==> config.mk <==
export PLATFORM = sky130hd
export DESIGN_NAME = oberon_token_lexer_flat
export DESIGN_NICKNAME = d
export VERILOG_FILES = /design/src/rtl/otl_pkg.sv /design/src/rtl/otl_if.sv /design/src/rtl/otl_kw_match.sv /design/src/rtl/oberon_token_lexer.sv /design/src/flat_wrapper.sv
export VERILOG_INCLUDE_DIRS = /design/src /design/src/rtl
export SDC_FILE = /design/constraint.sdc
export NUM_CORES = 1
export LEC_CHECK = 0
export ABC_CLOCK_PERIOD_IN_PS = 7100
export BUFFER_PORTS_ARGS = -buffer_cell sky130_fd_sc_hd__buf_2
export CAP_MARGIN = 20
export CORE_MARGIN = 8
export CORE_UTILIZATION = 35
export DETAILED_ROUTE_END_ITERATION = 7
export PLACE_DENSITY_LB_ADDON = 0.2
export SYNTH_ARGS = -nofsm -noshare
export SYNTH_HDL_FRONTEND = slang
export SYNTH_SLANG_ARGS = --single-unit
==> constraint.sdc <==
create_clock -name clk -period 7.1 [get_ports clk]
set_input_delay 1.065 -clock clk [delete_from_list [all_inputs] [get_ports clk]]
set_output_delay 1.065 -clock clk [all_outputs]
set_load 0.01 [all_outputs]
==> src/rtl/oberon_token_lexer_assert.svh <==
// Assertion macros for the token lexer
`ifndef OBERON_TOKEN_LEXER_ASSERT_SVH
`define OBERON_TOKEN_LEXER_ASSERT_SVH
// Implication checked on every clock edge outside reset
`define OTL_ASSERT_IMP(label, ante, cons, msg) \
  label: assert property (@(posedge clk) disable iff (!rst_n) (ante) |-> (cons)) else $error(msg);
// Next-cycle implication outside reset
`define OTL_ASSERT_NEXT(label, ante, cons, msg) \
  label: assert property (@(posedge clk) disable iff (!rst_n) (ante) |=> (cons)) else $error(msg);
`endif

==> src/rtl/otl_pkg.sv <==
// ----------------------------------------------------------------------------
// otl_pkg
// Shared types and constants of the token lexer.
// ----------------------------------------------------------------------------
`default_nettype none
package otl_pkg;
  localparam int POS_BITS = 16;
  localparam int LEX_CAP  = 255;
  localparam int KW_DEPTH = 9;
  localparam int KW_COUNT = 41;

  typedef enum logic [2:0] {
    MODE_IDLE, MODE_IDENT, MODE_NUMBER, MODE_STRING, MODE_OPER
  } mode_t;

  typedef enum logic [2:0] {
    OP_NONE, OP_COLON, OP_DOT, OP_GT, OP_LT
  } op_t;

  localparam logic [6:0] K_END = 7'd0, K_UNKNOWN = 7'd1, K_UNTERM = 7'd2,
    K_IDENT = 7'd3, K_INT = 7'd4, K_REAL = 7'd5, K_STRING = 7'd6, K_KW0 = 7'd7,
    K_BECOMES = 7'd52, K_COLON = 7'd53, K_UPTO = 7'd62, K_DOT = 7'd63,
    K_GEQ = 7'd68, K_GT = 7'd69, K_LEQ = 7'd70, K_LT = 7'd71;

  typedef struct packed {
    logic [6:0]  kind;
    logic [15:0] line;
    logic [15:0] column;
    logic [7:0]  length;
  } token_t;

  typedef logic [KW_DEPTH*8-1:0] kw_word_t;

  // Keywords left-aligned, zero-padded; length computed from the text by kw_len
  function automatic kw_word_t kw_text(input int k);
    case (k)
      0: return {"ARRAY", 32'd0};       1: return {"BEGIN", 32'd0};
      2: return {"BY", 56'd0};          3: return {"CASE", 40'd0};
      4: return {"CONST", 32'd0};       5: return {"DIV", 48'd0};
      6: return {"DO", 56'd0};          7: return {"ELSE", 40'd0};
      8: return {"ELSIF", 32'd0};       9: return {"END", 48'd0};
      10: return {"EXIT", 40'd0};       11: return {"FOR", 48'd0};
      12: return {"IF", 56'd0};         13: return {"IMPORT", 24'd0};
      14: return {"IN", 56'd0};         15: return {"IS", 56'd0};
      16: return {"LOOP", 40'd0};       17: return {"MOD", 48'd0};
      18: return {"MODULE", 24'd0};     19: return {"NIL", 48'd0};
      20: return {"OF", 56'd0};         21: return {"OR", 56'd0};
      22: return {"POINTER", 16'd0};    23: return {"PROCEDURE"};
      24: return {"RECORD", 24'd0};     25: return {"REPEAT", 24'd0};
      26: return {"RETURN", 24'd0};     27: return {"THEN", 40'd0};
      28: return {"TO", 56'd0};         29: return {"TYPE", 40'd0};
      30: return {"UNTIL", 32'd0};      31: return {"VAR", 48'd0};
      32: return {"WHILE", 32'd0};      33: return {"WITH", 40'd0};
      34: return {"BOOLEAN", 16'd0};    35: return {"CHAR", 40'd0};
      36: return {"FALSE", 32'd0};      37: return {"INTEGER", 16'd0};
      38: return {"NEW", 48'd0};        39: return {"REAL", 40'd0};
      40: return {"TRUE", 40'd0};
      default: return '0;
    endcase
  endfunction

  function automatic logic [3:0] kw_len(input int k);
    kw_word_t t;
    logic [3:0] n;
    t = kw_text(k);
    n = '0;
    for (int i = 0; i < KW_DEPTH; i++) begin
      if (t[(KW_DEPTH-1-i)*8 +: 8] != 8'd0) n = 4'(i + 1);
    end
    return n;
  endfunction
endpackage
`default_nettype wire

==> src/rtl/otl_if.sv <==
// ----------------------------------------------------------------------------
// otl_in_if / otl_out_if
// Valid/ready channels of the token lexer.
// ----------------------------------------------------------------------------
`default_nettype none
interface otl_in_if;
  logic        valid;
  logic        ready;
  logic [20:0] char_code;
  logic        end_of_input;
  modport source (output valid, char_code, end_of_input, input ready);
  modport sink (input valid, char_code, end_of_input, output ready);
endinterface

interface otl_out_if;
  logic       valid;
  logic       ready;
  logic [6:0] token_kind;
  logic [15:0] token_line;
  logic [15:0] token_column;
  logic [7:0] token_length;
  logic       last_of_run;
  modport source (output valid, token_kind, token_line, token_column, token_length,
                  last_of_run, input ready);
  modport sink (input valid, token_kind, token_line, token_column, token_length,
                last_of_run, output ready);
endinterface
`default_nettype wire

==> src/rtl/otl_kw_match.sv <==
// ----------------------------------------------------------------------------
// otl_kw_match
// Classifies a finished identifier as keyword or plain identifier.
// ----------------------------------------------------------------------------
`default_nettype none
module otl_kw_match (
  input  wire otl_pkg::kw_word_t kw_buf,
  input  wire logic [7:0]        lex_len,
  output logic [6:0]             kind
);
  import otl_pkg::*;

  // Compare against every keyword in parallel; at most one matches
  always_comb begin
    kind = K_IDENT;
    for (int k = 0; k < KW_COUNT; k++) begin
      if (lex_len == {4'd0, kw_len(k)} &&
          (kw_buf == kw_text(k))) kind = K_KW0 + 7'(k);
    end
  end
endmodule
`default_nettype wire

==> src/rtl/oberon_token_lexer.sv <==
// Output: a token is registered in the result buffer in the cycle after the item that ends it.
// Throughput: one character per cycle while the output takes tokens; an item causing two
// tokens holds input while the second token drains from the two-entry result buffer.
// Reset: synchronous active-low rst_n; idle mode, line 1, column 0, buffer empty.
// ----------------------------------------------------------------------------
// oberon_token_lexer
// Streaming scanner: characters in, tokens with kind and position out.
// ----------------------------------------------------------------------------
`default_nettype none
`include "oberon_token_lexer_assert.svh"
module oberon_token_lexer (
  input wire logic clk,
  input wire logic rst_n,
  otl_in_if.sink   in_ch,
  otl_out_if.source out_ch
);
  import otl_pkg::*;

  // Scanner state
  mode_t mode_r, mode_nxt;
  op_t   op_r, op_nxt;
  kw_word_t kw_r, kw_nxt;
  logic [7:0] cnt_r, cnt_nxt;
  logic dot_r, dot_nxt;
  logic [POS_BITS-1:0] line_r, line_nxt, col_r, col_nxt, sl_r, sl_nxt, sc_r, sc_nxt;

  // Result buffer: two slots
  token_t     q_tok_r [2];
  token_t     q_tok_nxt [2];
  logic       q_last_r [2];
  logic       q_last_nxt [2];
  logic [1:0] q_cnt_r, q_cnt_nxt;

  logic [20:0] c;
  logic eoi, acc;
  logic is_let, is_dig, is_sp, is_q;
  logic [6:0] id_kind, single_kind;
  logic flush_now, begin_now;
  logic [6:0] b_kind;
  logic e1_v, e2_v;
  token_t e1, e2;
  logic [1:0] n_emit;
  logic pop;

  assign c   = in_ch.char_code;
  assign eoi = in_ch.end_of_input;
  // Accept when two slots will be free after this cycle's pop
  assign pop = (q_cnt_r != 2'd0) && out_ch.ready;
  assign in_ch.ready = (q_cnt_r == 2'd0) || (q_cnt_r == 2'd1 && out_ch.ready);
  assign acc = in_ch.valid && in_ch.ready;

  assign is_let = (c >= 21'd65 && c <= 21'd90) || (c >= 21'd97 && c <= 21'd122) || c == 21'd95;
  assign is_dig = c >= 21'd48 && c <= 21'd57;
  assign is_sp  = (c >= 21'd9 && c <= 21'd13) || c == 21'd32;
  assign is_q   = c == 21'd39;

  otl_kw_match u_kw (.kw_buf(kw_r), .lex_len(cnt_r), .kind(id_kind));

  always_comb begin
    case (op_r)
      OP_COLON: single_kind = K_COLON;
      OP_DOT:   single_kind = K_DOT;
      OP_GT:    single_kind = K_GT;
      default:  single_kind = K_LT;
    endcase
  end

  // Kind of a single-character token started here
  always_comb begin
    case (c)
      21'd43: b_kind = 7'd48;   21'd45: b_kind = 7'd49;
      21'd42: b_kind = 7'd50;   21'd47: b_kind = 7'd51;
      21'd59: b_kind = 7'd54;   21'd44: b_kind = 7'd55;
      21'd40: b_kind = 7'd56;   21'd41: b_kind = 7'd57;
      21'd91: b_kind = 7'd58;   21'd93: b_kind = 7'd59;
      21'd123: b_kind = 7'd60;  21'd125: b_kind = 7'd61;
      21'd38: b_kind = 7'd64;   21'd94: b_kind = 7'd65;
      21'd124: b_kind = 7'd66;  21'd61: b_kind = 7'd67;
      21'd35: b_kind = 7'd72;   21'd126: b_kind = 7'd73;
      default: b_kind = K_UNKNOWN;
    endcase
  end

  // Next scanner state and the tokens of this item
  always_comb begin
    logic [6:0] two;
    mode_nxt = mode_r; op_nxt = op_r; kw_nxt = kw_r; cnt_nxt = cnt_r; dot_nxt = dot_r;
    line_nxt = line_r; col_nxt = col_r; sl_nxt = sl_r; sc_nxt = sc_r;
    e1_v = 1'b0; e2_v = 1'b0; e1 = '0; e2 = '0;
    flush_now = 1'b0; begin_now = 1'b0;
    two = '0;
    if (eoi) begin
      flush_now = 1'b1;
    end else begin
      case (mode_r)
        MODE_IDENT: begin
          if ((is_let || is_dig) && cnt_r < 8'(LEX_CAP)) begin
            if (cnt_r < 8'(KW_DEPTH))
              kw_nxt[(KW_DEPTH-1-int'(cnt_r[3:0]))*8 +: 8] = c[7:0];
            cnt_nxt = cnt_r + 8'd1;
          end else begin flush_now = 1'b1; begin_now = 1'b1; end
        end
        MODE_NUMBER: begin
          if (cnt_r < 8'(LEX_CAP) && (is_dig || (c == 21'd46 && !dot_r))) begin
            if (c == 21'd46) dot_nxt = 1'b1;
            cnt_nxt = cnt_r + 8'd1;
          end else begin flush_now = 1'b1; begin_now = 1'b1; end
        end
        MODE_STRING: begin
          if (is_q) begin
            e1_v = 1'b1; e1 = '{K_STRING, sl_r, sc_r, cnt_r};
            mode_nxt = MODE_IDLE;
          end else if (cnt_r < 8'(LEX_CAP)) cnt_nxt = cnt_r + 8'd1;
          else begin flush_now = 1'b1; begin_now = 1'b1; end
        end
        MODE_OPER: begin
          if (c == 21'd61 && op_r == OP_COLON) two = K_BECOMES;
          else if (c == 21'd46 && op_r == OP_DOT) two = K_UPTO;
          else if (c == 21'd61 && op_r == OP_GT) two = K_GEQ;
          else if (c == 21'd61 && op_r == OP_LT) two = K_LEQ;
          if (two != 7'd0) begin
            e1_v = 1'b1; e1 = '{two, sl_r, sc_r, 8'd2};
            mode_nxt = MODE_IDLE; op_nxt = OP_NONE;
          end else begin flush_now = 1'b1; begin_now = 1'b1; end
        end
        default: begin mode_nxt = MODE_IDLE; begin_now = 1'b1; end
      endcase
    end

    // Flush the held token
    if (flush_now) begin
      case (mode_r)
        MODE_IDENT:  begin e1_v = 1'b1; e1 = '{id_kind, sl_r, sc_r, cnt_r}; end
        MODE_NUMBER: begin e1_v = 1'b1; e1 = '{dot_r ? K_REAL : K_INT, sl_r, sc_r, cnt_r}; end
        MODE_STRING: begin e1_v = 1'b1; e1 = '{K_UNTERM, sl_r, sc_r, cnt_r}; end
        MODE_OPER:   begin e1_v = 1'b1; e1 = '{single_kind, sl_r, sc_r, 8'd1}; end
        default: ;
      endcase
      mode_nxt = MODE_IDLE; op_nxt = OP_NONE;
    end

    if (eoi) begin
      e2_v = 1'b1; e2 = '{K_END, line_r, col_r, 8'd0};
      line_nxt = 16'd1; col_nxt = '0; sl_nxt = 16'd1; sc_nxt = '0;
      cnt_nxt = '0; dot_nxt = 1'b0;
    end else begin
      // Start a new token on this character
      if (begin_now && !is_sp) begin
        sl_nxt = line_r; sc_nxt = col_r;
        if (is_let) begin
          mode_nxt = MODE_IDENT; kw_nxt[(KW_DEPTH-1)*8 +: 8] = c[7:0]; cnt_nxt = 8'd1;
        end else if (is_dig) begin
          mode_nxt = MODE_NUMBER; cnt_nxt = 8'd1; dot_nxt = 1'b0;
        end else if (is_q) begin
          mode_nxt = MODE_STRING; cnt_nxt = '0;
        end else if (c == 21'd58) begin mode_nxt = MODE_OPER; op_nxt = OP_COLON; end
        else if (c == 21'd46) begin mode_nxt = MODE_OPER; op_nxt = OP_DOT; end
        else if (c == 21'd62) begin mode_nxt = MODE_OPER; op_nxt = OP_GT; end
        else if (c == 21'd60) begin mode_nxt = MODE_OPER; op_nxt = OP_LT; end
        else begin
          e2_v = 1'b1; e2 = '{b_kind, line_r, col_r, 8'd1};
        end
      end
      // Advance position
      if (c == 21'd10) begin
        if (line_r != 16'hFFFF) line_nxt = line_r + 16'd1;
        col_nxt = '0;
      end else if (col_r != 16'hFFFF) col_nxt = col_r + 16'd1;
    end
    // Clear the rest of the keyword buffer when an identifier starts
    if (mode_nxt == MODE_IDENT && cnt_nxt == 8'd1) kw_nxt[(KW_DEPTH-1)*8-1:0] = '0;
    n_emit = {1'b0, e1_v} + {1'b0, e2_v};
  end

  // Scanner registers
  always_ff @(posedge clk) begin
    if (!rst_n) begin
      mode_r <= MODE_IDLE; op_r <= OP_NONE; cnt_r <= '0; dot_r <= 1'b0;
      line_r <= 16'd1; col_r <= '0; sl_r <= 16'd1; sc_r <= '0; kw_r <= '0;
    end else if (acc) begin
      mode_r <= mode_nxt; op_r <= op_nxt; cnt_r <= cnt_nxt; dot_r <= dot_nxt;
      line_r <= line_nxt; col_r <= col_nxt; sl_r <= sl_nxt; sc_r <= sc_nxt; kw_r <= kw_nxt;
    end
  end

  // Result buffer next value: an accepted item always finds slot 0 free
  always_comb begin
    q_tok_nxt[0] = q_tok_r[0]; q_last_nxt[0] = q_last_r[0];
    q_tok_nxt[1] = q_tok_r[1]; q_last_nxt[1] = q_last_r[1];
    if (acc && n_emit != 2'd0) begin
      if (e1_v) begin
        q_tok_nxt[0] = e1; q_last_nxt[0] = !e2_v;
        if (e2_v) begin q_tok_nxt[1] = e2; q_last_nxt[1] = 1'b1; end
      end else begin
        q_tok_nxt[0] = e2; q_last_nxt[0] = 1'b1;
      end
    end else if (pop) begin
      q_tok_nxt[0] = q_tok_r[1]; q_last_nxt[0] = q_last_r[1];
    end
    q_cnt_nxt = q_cnt_r - {1'b0, pop} + (acc ? n_emit : 2'd0);
  end

  // Result buffer registers
  always_ff @(posedge clk) begin
    if (!rst_n) begin
      q_cnt_r <= '0;
    end else begin
      q_cnt_r <= q_cnt_nxt;
    end
    q_tok_r[0] <= q_tok_nxt[0]; q_last_r[0] <= q_last_nxt[0];
    q_tok_r[1] <= q_tok_nxt[1]; q_last_r[1] <= q_last_nxt[1];
  end

  assign out_ch.valid        = q_cnt_r != 2'd0;
  assign out_ch.token_kind   = q_tok_r[0].kind;
  assign out_ch.token_line   = q_tok_r[0].line;
  assign out_ch.token_column = q_tok_r[0].column;
  assign out_ch.token_length = q_tok_r[0].length;
  assign out_ch.last_of_run  = q_last_r[0];

  `OTL_ASSERT_IMP(a_buf_bound, 1'b1, q_cnt_r != 2'd3, "result buffer overflow")
  `OTL_ASSERT_NEXT(a_eoi_resets, acc && eoi,
    line_r == 16'd1 && col_r == 16'd0 && mode_r == MODE_IDLE,
    "end of input did not restart position")
  `OTL_ASSERT_IMP(a_full_stall, q_cnt_r == 2'd2, !in_ch.ready, "input taken with full buffer")
  `OTL_ASSERT_IMP(a_op_mode, mode_r != MODE_OPER && mode_r != MODE_IDENT,
    op_r == OP_NONE || mode_r == MODE_IDENT, "operator held outside operator mode")
endmodule
`default_nettype wire
==> src/flat_wrapper.sv <==
// flat-port wrapper written by rule: the top's interface ports become plain ports
module oberon_token_lexer_flat import otl_pkg::*;
  (clk, rst_n, in_ch_valid, in_ch_char_code, in_ch_end_of_input, in_ch_ready, out_ch_valid, out_ch_token_kind, out_ch_token_line, out_ch_token_column, out_ch_token_length, out_ch_last_of_run, out_ch_ready);
  otl_in_if in_ch_i ();
  otl_out_if out_ch_i ();
  input wire logic clk;
  input wire logic rst_n;
  input wire logic [$bits(in_ch_i.valid)-1:0] in_ch_valid;
  input wire logic [$bits(in_ch_i.char_code)-1:0] in_ch_char_code;
  input wire logic [$bits(in_ch_i.end_of_input)-1:0] in_ch_end_of_input;
  output wire logic [$bits(in_ch_i.ready)-1:0] in_ch_ready;
  output wire logic [$bits(out_ch_i.valid)-1:0] out_ch_valid;
  output wire logic [$bits(out_ch_i.token_kind)-1:0] out_ch_token_kind;
  output wire logic [$bits(out_ch_i.token_line)-1:0] out_ch_token_line;
  output wire logic [$bits(out_ch_i.token_column)-1:0] out_ch_token_column;
  output wire logic [$bits(out_ch_i.token_length)-1:0] out_ch_token_length;
  output wire logic [$bits(out_ch_i.last_of_run)-1:0] out_ch_last_of_run;
  input wire logic [$bits(out_ch_i.ready)-1:0] out_ch_ready;
  assign in_ch_i.valid = in_ch_valid;
  assign in_ch_i.char_code = in_ch_char_code;
  assign in_ch_i.end_of_input = in_ch_end_of_input;
  assign in_ch_ready = in_ch_i.ready;
  assign out_ch_valid = out_ch_i.valid;
  assign out_ch_token_kind = out_ch_i.token_kind;
  assign out_ch_token_line = out_ch_i.token_line;
  assign out_ch_token_column = out_ch_i.token_column;
  assign out_ch_token_length = out_ch_i.token_length;
  assign out_ch_last_of_run = out_ch_i.last_of_run;
  assign out_ch_i.ready = out_ch_ready;
  oberon_token_lexer u_core (.clk(clk), .rst_n(rst_n), .in_ch(in_ch_i), .out_ch(out_ch_i));
endmodule
==> run metrics, run 1 <==
Area growth syn-to-layout 10.1%; Adder-Cell Fraction of Synth Area 0.00878; Mapped Cells 1707; placed cell area 0.0147 mm²; Leak 5.19 nW; Area contributors post-synth dfxtp_1, edfxtp_1, nand2_1; Top-Level Pins 76; count of maximum capacitance violations 0; EDFF count, synth 88; initial antenna violation count 0; total CTS buffers 28; initial drt markers 1282; largest family of logic cells by synthesized area simple AND/OR/NAND/NOR gates; IO Port Bufs 75; design area 0.0157 mm²; max-slew violations 0; Diodes inserted 0; post-synthesis sequential area ratio 0.401; Routed Antenna Nets 0; clock insertion delay at the later pin of the skew report 0.58 ns; worst r2r src u_core.cnt_r[1]; Synth Area in Simple Gates 0.327; area share of the largest cell type after synthesis 0.215; post-DP HPWL 36.2 mm; WL per Instance 21.9 µm; Die Wd 218 µm; Worst EP arrival 5.87 ns; slew of the pin with the lowest slew margin 1.05 ns; critical path class flip-flop to flip-flop; outcome completed; mux contribution to synthesized area 0.00562; WHS Endpoint u_core.kw_r[71]; Fmax 0.178 GHz; post-CTS sizing 0; maximum number of pins on one net before global-route repair 79; VDD IR max 0.159 mV; Pwr Density 228 mW/mm²; crit-path max FO 35; RSZ-0062 raised after global routing no; number of H-tree levels 1; xor-xnor portion of the synthesized cell area 0.0208; Slew HR 0.301; GR Util All Layers 0.200; Post-CTS Setup Bufs 0; endpoints failing setup 0; R2R Setup Slk 1.47 ns; DRT Pass-1 Iters 5; row count 74; total clock sinks 241; dpl cells 2187; Setup Total Neg Slack 0 ns; vias per cell 5.79; syn avg cell area 8.34 µm²; Worst R2R Path Depth 14; cell with the most instances after synthesis nand2_1; nets 1722; Chip Height 218 µm; worst hold path depth 2; CP Launch Type flip-flop; Hold Crit Start u_core.kw_r[71]; Synth Register Bits 241; GR Overflow Total 0; core area 0.0405 mm²; first-pass GRT wire length 74.9 mm; post-route clock period utilization 0.792; final non-filler cell total 2240; Post-synth top cells nand2_1, nor2_1, dfxtp_1, nand3_1, edfxtp_1; Async SR Flop Fraction 0; vias in the first global route 12100; share of layout cells above drive strength 1 0.109; via count 13000; R2R Path End u_core.q_tok_r[0][20]; Die ar. 0.0474 mm²; Synth Area in Compound Gates 0.173; yosys warns 0; CTS tree yes; Reg clk slew, reported paths 0.07 ns; root buffer cell clkbuf_16; Post-Route WL 49.1 mm; routability cong. 0.959; Hold Path Class flip-flop to flip-flop; Synth area leader dfxtp_1; synthesized net count 1743; synthesized cell area 0.0142 mm²; Worst EP required 7.34 ns; post-layout min period 5.63 ns; Post-CTS Hold Buffers 0; DRC viols 0; CP endpoint kind flip-flop; initial cell density of the core 0.352; Cell variety after synth 94; Top FF cell, synth dfxtp_1; Final Hold Viols 0; clock skew 0.0338 ns; Clock Path Buffers 3
[cells by family (layout without fill, tap and decap cells)]
| family | Yosys count | in the layout |
|---|---|---|
| flip-flops | 241 | 241 |
| multiplexers | 8 | 8 |
| adder cells (fa/ha/maj) | 10 | 10 |
| AND/OR/NAND/NOR | 876 | 876 |
| buffers and inverters | 189 | 190 |
| XOR/XNOR | 33 | 33 |
| AO/OA/AOI/OAI | 350 | 350 |
[placed cells by master, fill, tap and decap left out, types with 7 or more instances in the layout]
cell type and n:
nand2_1 213, nor2_1 154, dfxtp_1 153, nand3_1 107, edfxtp_1 88, buf_2 74
a22oi_1 71, nor2b_1 65, and2_1 58, o21ai_0 49, nand4_1 48, nor3_1 46
a21oi_1 44, a31oi_1 40, o31ai_1 39, inv_1 33, clkbuf_16 29, buf_4 28
nor4_1 27, and3_1 25, o22ai_1 21, xor2_1 20, nand2b_1 16, or3_1 15
or4_1 14, xnor2_1 12, nor4b_1 11, a21boi_0 10, ha_1 10, and4_1 9
nand4b_1 9, nor3b_1 8, mux2i_1 8, clkbuf_1 8, or2_2 7, o21ai_1 7
[worst max-delay path: stages, from the launching register on]
cell      delay, ns
dfxtp_1        0.64
ha_1           0.41
nand3_1        0.14
nor2_1         0.28
nand3_1        0.26
a211oi_1       0.65
o311a_1        0.53
nand2_1        0.32
nand2_1        0.14
buf_4          0.34
inv_1          0.16
ha_1           0.25
nor2_4         0.11
or2_2          0.65
buf_4          0.38
[report_power, final]
group	total (mW)	switching (mW)	internal [mW]	leakage [nW]
combinational	0.520	0.369	0.151	2.66
clock	1.47	0.609	0.860	0.463
sequential	1.59	0.0347	1.55	2.06
[sequential cells by signal, indices dropped and copies added, names as in the netlist]
name and flops:
u_core.op_r 3, u_core.dot_r 1, u_core.sl_r 16, u_core.col_r 16, u_core.cnt_r 8, u_core.kw_r 72, u_core.q_last_r 2, u_core.mode_r 3
u_core.q_tok_r 86, u_core.line_r 16, u_core.sc_r 16, u_core.q_cnt_r 2
[worst max path at each step]
stage | start | cells after the start | endpoint
after floorplan | in_ch_char_code[0] | 15 | u_core.q_tok_r[0][47]
after global placement | in_ch_char_code[1] | 14 | u_core.q_tok_r[0][29]
after detailed placement | in_ch_char_code[3] | 14 | u_core.q_tok_r[0][28]
after CTS | u_core.cnt_r[1] | 14 | u_core.q_tok_r[0][20]
after global routing | u_core.cnt_r[1] | 14 | u_core.q_tok_r[0][18]
final | u_core.cnt_r[1] | 14 | u_core.q_tok_r[0][20]
[area by class of cell]
| cell class | instances | area, µm² |
|---|---|---|
| inverters | 36 | 135 |
| well taps | 532 | 666 |
| flip-flops and latches | 241 | 5710 |
| repair buffers | 102 | 581 |
| multi-input cells | 1277 | 7650 |
| clock inverters | 12 | 146 |
| clock buffers | 40 | 797 |
| fillers | 4141 | 24800 |
[per-layer routing]
| layer | GRT usage | part of all wire |
|---|---|---|
| met1 | 0.262 | 0.44 |
| met2 | 0.323 | 0.46 |
| met3 | 0.0298 | 0.062 |
| met4 | 0.0876 | 0.045 |
| met5 | 0 | 0 |
[metrics by stage]
stage	util	worst slack (ns)	power, mW	hold slack (ns)
2_1_floorplan	-	0.132	2.01	0.419
3_3_place_gp	0.364	1.31	2.14	0.447
3_5_place_dp	0.364	1.22	2.15	0.458
4_1_cts	0.387	1.43	3.63	0.467
5_1_grt	0.388	1.00	3.73	0.487
6_report	0.388	1.47	3.58	0.470
Power figures use the tool's default switching activity.
==> inputs of run 2 (changes only) <==
- ABC_AREA: not set -> 1
- ABC_CLOCK_PERIOD_IN_PS: 7100 -> 5250
- clock period: 7.1 -> 5.25 ns (I/O delays scaled with it)
==> run 2 against run 1 <==
Against the previous run: cell count grew 19%; utilization grew 0.39 points; largest cell class unchanged; maximum frequency grew 25%; register-to-register slack lost 0.72 ns; global-route usage shrank 0.23 points; synthesized cell count grew 23%; synthesized area grew 2.0%; clock power grew 28%; die area grew 1.9%; clock skew shrank 0.0024 ns; critical endpoint is now u_core.q_tok_r[0][93]; worst setup slack lost 0.72 ns; sequential power grew 45%.
==> run metrics, run 2 <==
Top FF cell, synth dfxtp_1; Worst EP arrival 4.77 ns; crit path launch u_core.cnt_r[2]; Reg clk slew, reported paths 0.06 ns; worst hold path depth 2; first-pass GRT wire length 76.6 mm; critical path class flip-flop to flip-flop; clock insertion delay at the later pin of the skew report 0.58 ns; worst r2r src u_core.cnt_r[2]; Synth Register Bits 241; CP Launch Type flip-flop; Biggest register u_core.q_tok_r; Clock Path Buffers 3; Leak 6.04 nW; Die ar. 0.0483 mm²; crit-path max FO 31; GR Overflow Total 0; Post-synth top cells nand2_1, nor2_1, inv_1, nand3_1, dfxtp_1; VDD IR max 0.264 mV; Setup Total Neg Slack 0 ns; Largest regs u_core.q_tok_r x86, u_core.kw_r x72; initial drt markers 1132; Die Wd 220 µm; count of maximum capacitance violations 0; most common cell after layout, fill and taps aside nand2_1; design area 0.0160 mm²; placed cell area 0.0151 mm²; DRC viols 0; row count 74; synthesized cell area 0.0145 mm²; Total Power 5.94 mW; Worst EP required 5.52 ns; Area growth syn-to-layout 10.2%; Pwr Density 371 mW/mm²; post-layout min period 4.50 ns; via count 14100; yosys warns 0; Final Hold Viols 0; outcome completed; total CTS buffers 28; vias per cell 5.31; storage element area 0.00571 mm²; number of H-tree levels 1; synthesized net count 2135; initial antenna violation count 0; Chip Height 220 µm; post-DP HPWL 37.0 mm; Area contributors post-synth dfxtp_1, edfxtp_1, nand2_1; Largest register FFs 86; EDFF count, synth 88; Slew HR 0.311; root buffer cell clkbuf_16; cell with the most instances after synthesis nand2_1; Post-CTS Hold Buffers 0; Async SR Flop Fraction 0; CP endpoint kind flip-flop; WL per Instance 18.4 µm; syn avg cell area 6.92 µm²; core area 0.0409 mm²; Hold Path Class flip-flop to flip-flop; R2R Setup Slk 0.75 ns; CTS tree yes; commonest cells after routing, fill and taps aside nand2_1, nor2_1, inv_1; dpl cells 2608; Synth area leader dfxtp_1; DRT Pass-1 Iters 5; maximum number of pins on one net before global-route repair 87; Top-Level Pins 76; RSZ-0062 raised after global routing no; area share of the largest cell type after synthesis 0.211; share of layout cells above drive strength 1 0.105; slew of the pin with the lowest slew margin 1.03 ns; Post-Route WL 48.8 mm; GR Util All Layers 0.197; Mapped Cells 2099; post-CTS sizing 0; max-slew violations 0; FILL cells 4386; R2R Path End u_core.q_tok_r[0][93]; area of the multi-input gates 0.00720 mm²; final non-filler cell total 2659; Cell variety after synth 62; Worst R2R Path Depth 18; Diodes inserted 0; nets 2143; post-synthesis sequential area ratio 0.393; routability cong. 0.944; Routed Antenna Nets 0; IO Port Bufs 75; post-route clock period utilization 0.856; fin util 0.391; Post-CTS Setup Bufs 0; Fmax 0.222 GHz; clock skew 0.0314 ns; vias in the first global route 13600; initial cell density of the core 0.355; total clock sinks 241; endpoints failing setup 0; Worst Setup EP u_core.q_tok_r[0][93]
run 2: changes by cell type after synthesis, sizes merged, moves of 24 or more:
cell,before,now
a21oi,44,152
a22oi,71,0
a31oi,41,9
and2,58,0
and3,25,1
clkbuf,85,54
inv,35,267
nand2,214,376
nand3,107,196
nor2,158,327
nor2b,65,0
nor3,49,112
o21ai,57,136
o31ai,39,4
run 2: critical path: stages, from the launching register on:
cell and delay, ns:
dfxtp_1 0.61, inv_2 0.23, nor3_4 0.27, nand4_1 0.19, nor2_2 0.27, a21oi_2 0.07
or2_4 0.27, nand4_2 0.14, nand2_2 0.10, nor2_2 0.17, inv_2 0.06, nor2_2 0.12
nand2_1 0.20, nand2_2 0.13, inv_2 0.04, ha_1 0.19, or2_1 0.39, nor2_4 0.40
buf_12 0.27
run 2: power breakdown:
| part | total (mW) | internal, mW | switching, mW | leakage [nW] |
|---|---|---|---|---|
| clock | 1.88 | 1.09 | 0.790 | 0.420 |
| combinational | 1.76 | 0.458 | 1.30 | 3.54 |
| sequential | 2.31 | 2.21 | 0.0934 | 2.08 |
| total | 5.94 | 3.76 | 2.18 | 6.04 |
run 2: per-stage QoR:
stage / hold WS (ns) / setup WS (ns)
after floorplan: 0.431 / 0.563
after global placement: 0.443 / 0.664
after detailed placement: 0.443 / 0.532
after CTS: 0.453 / 0.791
after global routing: 0.467 / 0.429
final: 0.451 / 0.755
run 2: worst min-delay path by stage:
stage / start / to / slack (ns)
floorplan: u_core.kw_r[7] / u_core.kw_r[7] / 0.43
global placement: u_core.kw_r[55] / u_core.kw_r[55] / 0.44
detailed placement: u_core.kw_r[7] / u_core.kw_r[7] / 0.44
CTS: u_core.kw_r[7] / u_core.kw_r[7] / 0.45
global route: u_core.kw_r[63] / u_core.kw_r[63] / 0.47
finish: u_core.kw_r[7] / u_core.kw_r[7] / 0.45
run 2: cells by family after synthesis:
family          after synthesis  synth area share
compound gates              354             0.136
mux                           2           0.00138
fa+ha+maj                    10           0.00861
xor+xnor                      7           0.00422
buf+inv                     387             0.114
simple gates               1098             0.343
flops                       241             0.393
run 2: cell type report:
class                      count  area share
clock buffer                  44      0.0496
clock inverter                 6     0.00508
inverter                     270      0.0634
timing repair buffer          95      0.0348
sequential                   241       0.356
tap                          532      0.0416
multi-input combinational   1471       0.449
run 2: per-layer routing:
layer	vias to the layer above	share of wire	wire (µm)	global-route usage
met3	87	0.053	2590	0.0248
met5	-	0	0	0
met2	431	0.46	22600	0.328
met4	0	0.031	1520	0.0687
met1	6593	0.45	22100	0.262
li1	7012	-	-	-
==> inputs of run 3 (changes only) <==
- ABC_CLOCK_PERIOD_IN_PS: 5250 -> 5660
- PLACE_DENSITY: not set -> 0.56
- PLACE_DENSITY_LB_ADDON: 0.2 -> not set
- clock period: 5.25 -> 5.66 ns (I/O delays scaled with it)
==> run 3 against run 2 <==
Against the previous run: worst setup slack better by 0.54 ns; cell count stayed put; utilization decreased by 0.064 points; register-to-register slack improved by 0.54 ns; die area stayed put; sequential power decreased by 7%; combinational power shrank 9.7%.
==> run metrics, run 3 (synthesis gave the netlist of run 2 again) <==
outcome completed; first-pass GRT wire length 76.6 mm; M3 GR Usage 0.0254; Post-Route WL 48.8 mm; row count 74; Setup Total Neg Slack 0 ns; Hold Path Class flip-flop to flip-flop; dpl cells 2606; Worst EP required 5.92 ns; Routed Antenna Nets 0; Total Power 5.48 mW; Leak 6.03 nW; post-CTS sizing 0; post-layout min period 4.36 ns; grt peak-use layer met2; initial antenna violation count 1; CP Launch Type flip-flop; hold_ws 0.453 ns; crit path launch u_core.cnt_r[2]; total clock sinks 241; Pwr Density 343 mW/mm²; worst slack at placement 0.985 ns; Reg clk slew, reported paths 0.06 ns; Worst EP arrival 4.63 ns; R2R Path End u_core.q_tok_r[0][69]; Largest register FFs 86; met1 usage 0.262; nets 2140; GR Overflow Total 0; DRT Pass-1 Iters 5; IO Port Bufs 75; via count 14200; clock skew 0.0112 ns; initial drt markers 1191; GR Util All Layers 0.198; number of H-tree levels 1; vias in the first global route 13700; RSZ-0062 raised after global routing no; placed cell area 0.0151 mm²; Chip Height 220 µm; WL per Instance 18.4 µm; fin util 0.391; Slew HR 0.321; count of maximum capacitance violations 0; critical path class flip-flop to flip-flop; DRC viols 0; crit-path max FO 30; Die Wd 220 µm; CP endpoint kind flip-flop; most common cell after layout, fill and taps aside nand2_1; Worst R2R Path Depth 18; design area 0.0160 mm²; max-slew violations 0; final non-filler cell total 2659; post-route clock period utilization 0.771; Top-Level Pins 76; commonest cells after routing, fill and taps aside nand2_1, nor2_1, inv_1; Largest regs u_core.q_tok_r x86, u_core.kw_r x72; R2R Setup Slk 1.30 ns; Post-CTS Setup Bufs 0; root buffer cell clkbuf_16; total CTS buffers 28; Biggest register u_core.q_tok_r; core area 0.0409 mm²; initial cell density of the core 0.355; Post-CTS Hold Buffers 0; Clock Path Buffers 3; Die ar. 0.0483 mm²; endpoints failing setup 0; Fmax 0.229 GHz; share of layout cells above drive strength 1 0.106; post-DP HPWL 36.6 mm; clock insertion delay at the later pin of the skew report 0.58 ns; routability cong. 0.958; met2 global-route usage 0.326; worst r2r src u_core.cnt_r[2]; Final Hold Viols 0; Worst Setup EP u_core.q_tok_r[0][69]; slew of the pin with the lowest slew margin 1.02 ns; worst setup margin 1.30 ns; Area growth syn-to-layout 10.0%; VDD IR max 0.253 mV; Hold Crit Start u_core.kw_r[7]; CTS tree yes; maximum number of pins on one net before global-route repair 86; vias per cell 5.35
-- run 3: cell types whose count changed in the layout (fill, tap and decap cells not counted), moves of 2 or more --
cell	before	now
clkinv_2	4	8
clkbuf_1	12	7
clkbuf_8	3	5
buf_4	18	15
-- run 3: final cells by class --
| class | instances | area, µm² |
|---|---|---|
| tap | 532 | 666 |
| fill | 4406 | 24900 |
| multi-input combinational | 1471 | 7200 |
| clock inverter | 12 | 97.6 |
| timing repair buffer | 92 | 512 |
| antenna | 1 | 2.50 |
| inverter | 270 | 1020 |
| clock buffer | 40 | 796 |
| sequential | 241 | 5710 |
-- run 3: power breakdown --
part           internal [mW]  switching (mW)  leakage [nW]
Sequential              2.05          0.0869          2.08
Combinational          0.399            1.19          3.51
Clock                  0.986           0.767         0.440
Total                   3.44            2.04          6.03
-- run 3: how the worst min path moves through the flow --
stage	end	slack (ns)	cells after the start
2_1_floorplan	u_core.kw_r[7]	0.43	2
4_1_cts	u_core.kw_r[7]	0.46	2
3_3_place_gp	u_core.kw_r[55]	0.44	2
6_report	u_core.kw_r[7]	0.45	2
5_1_grt	u_core.kw_r[31]	0.48	2
3_5_place_dp	u_core.kw_r[7]	0.45	2
-- run 3: metal layers --
layer,routed length [µm],share of wire
met1,21600,0.44
met2,22500,0.46
met3,3010,0.062
met4,1680,0.034
met5,0,0
-- run 3: critical path, cell delays in order (launching register included) --
cell and delay, ns:
dfxtp_1 0.61, inv_2 0.24, nor3_4 0.28, nand4_1 0.18, nor2_2 0.26, a21oi_2 0.07
or2_4 0.28, nand2_2 0.10, nor2_4 0.05, nand2_2 0.14, inv_2 0.10, nor2_4 0.17
nor2_8 0.08, buf_4 0.28, nor2_4 0.14, inv_2 0.09, or2_1 0.35, nor2_4 0.33
buf_12 0.25
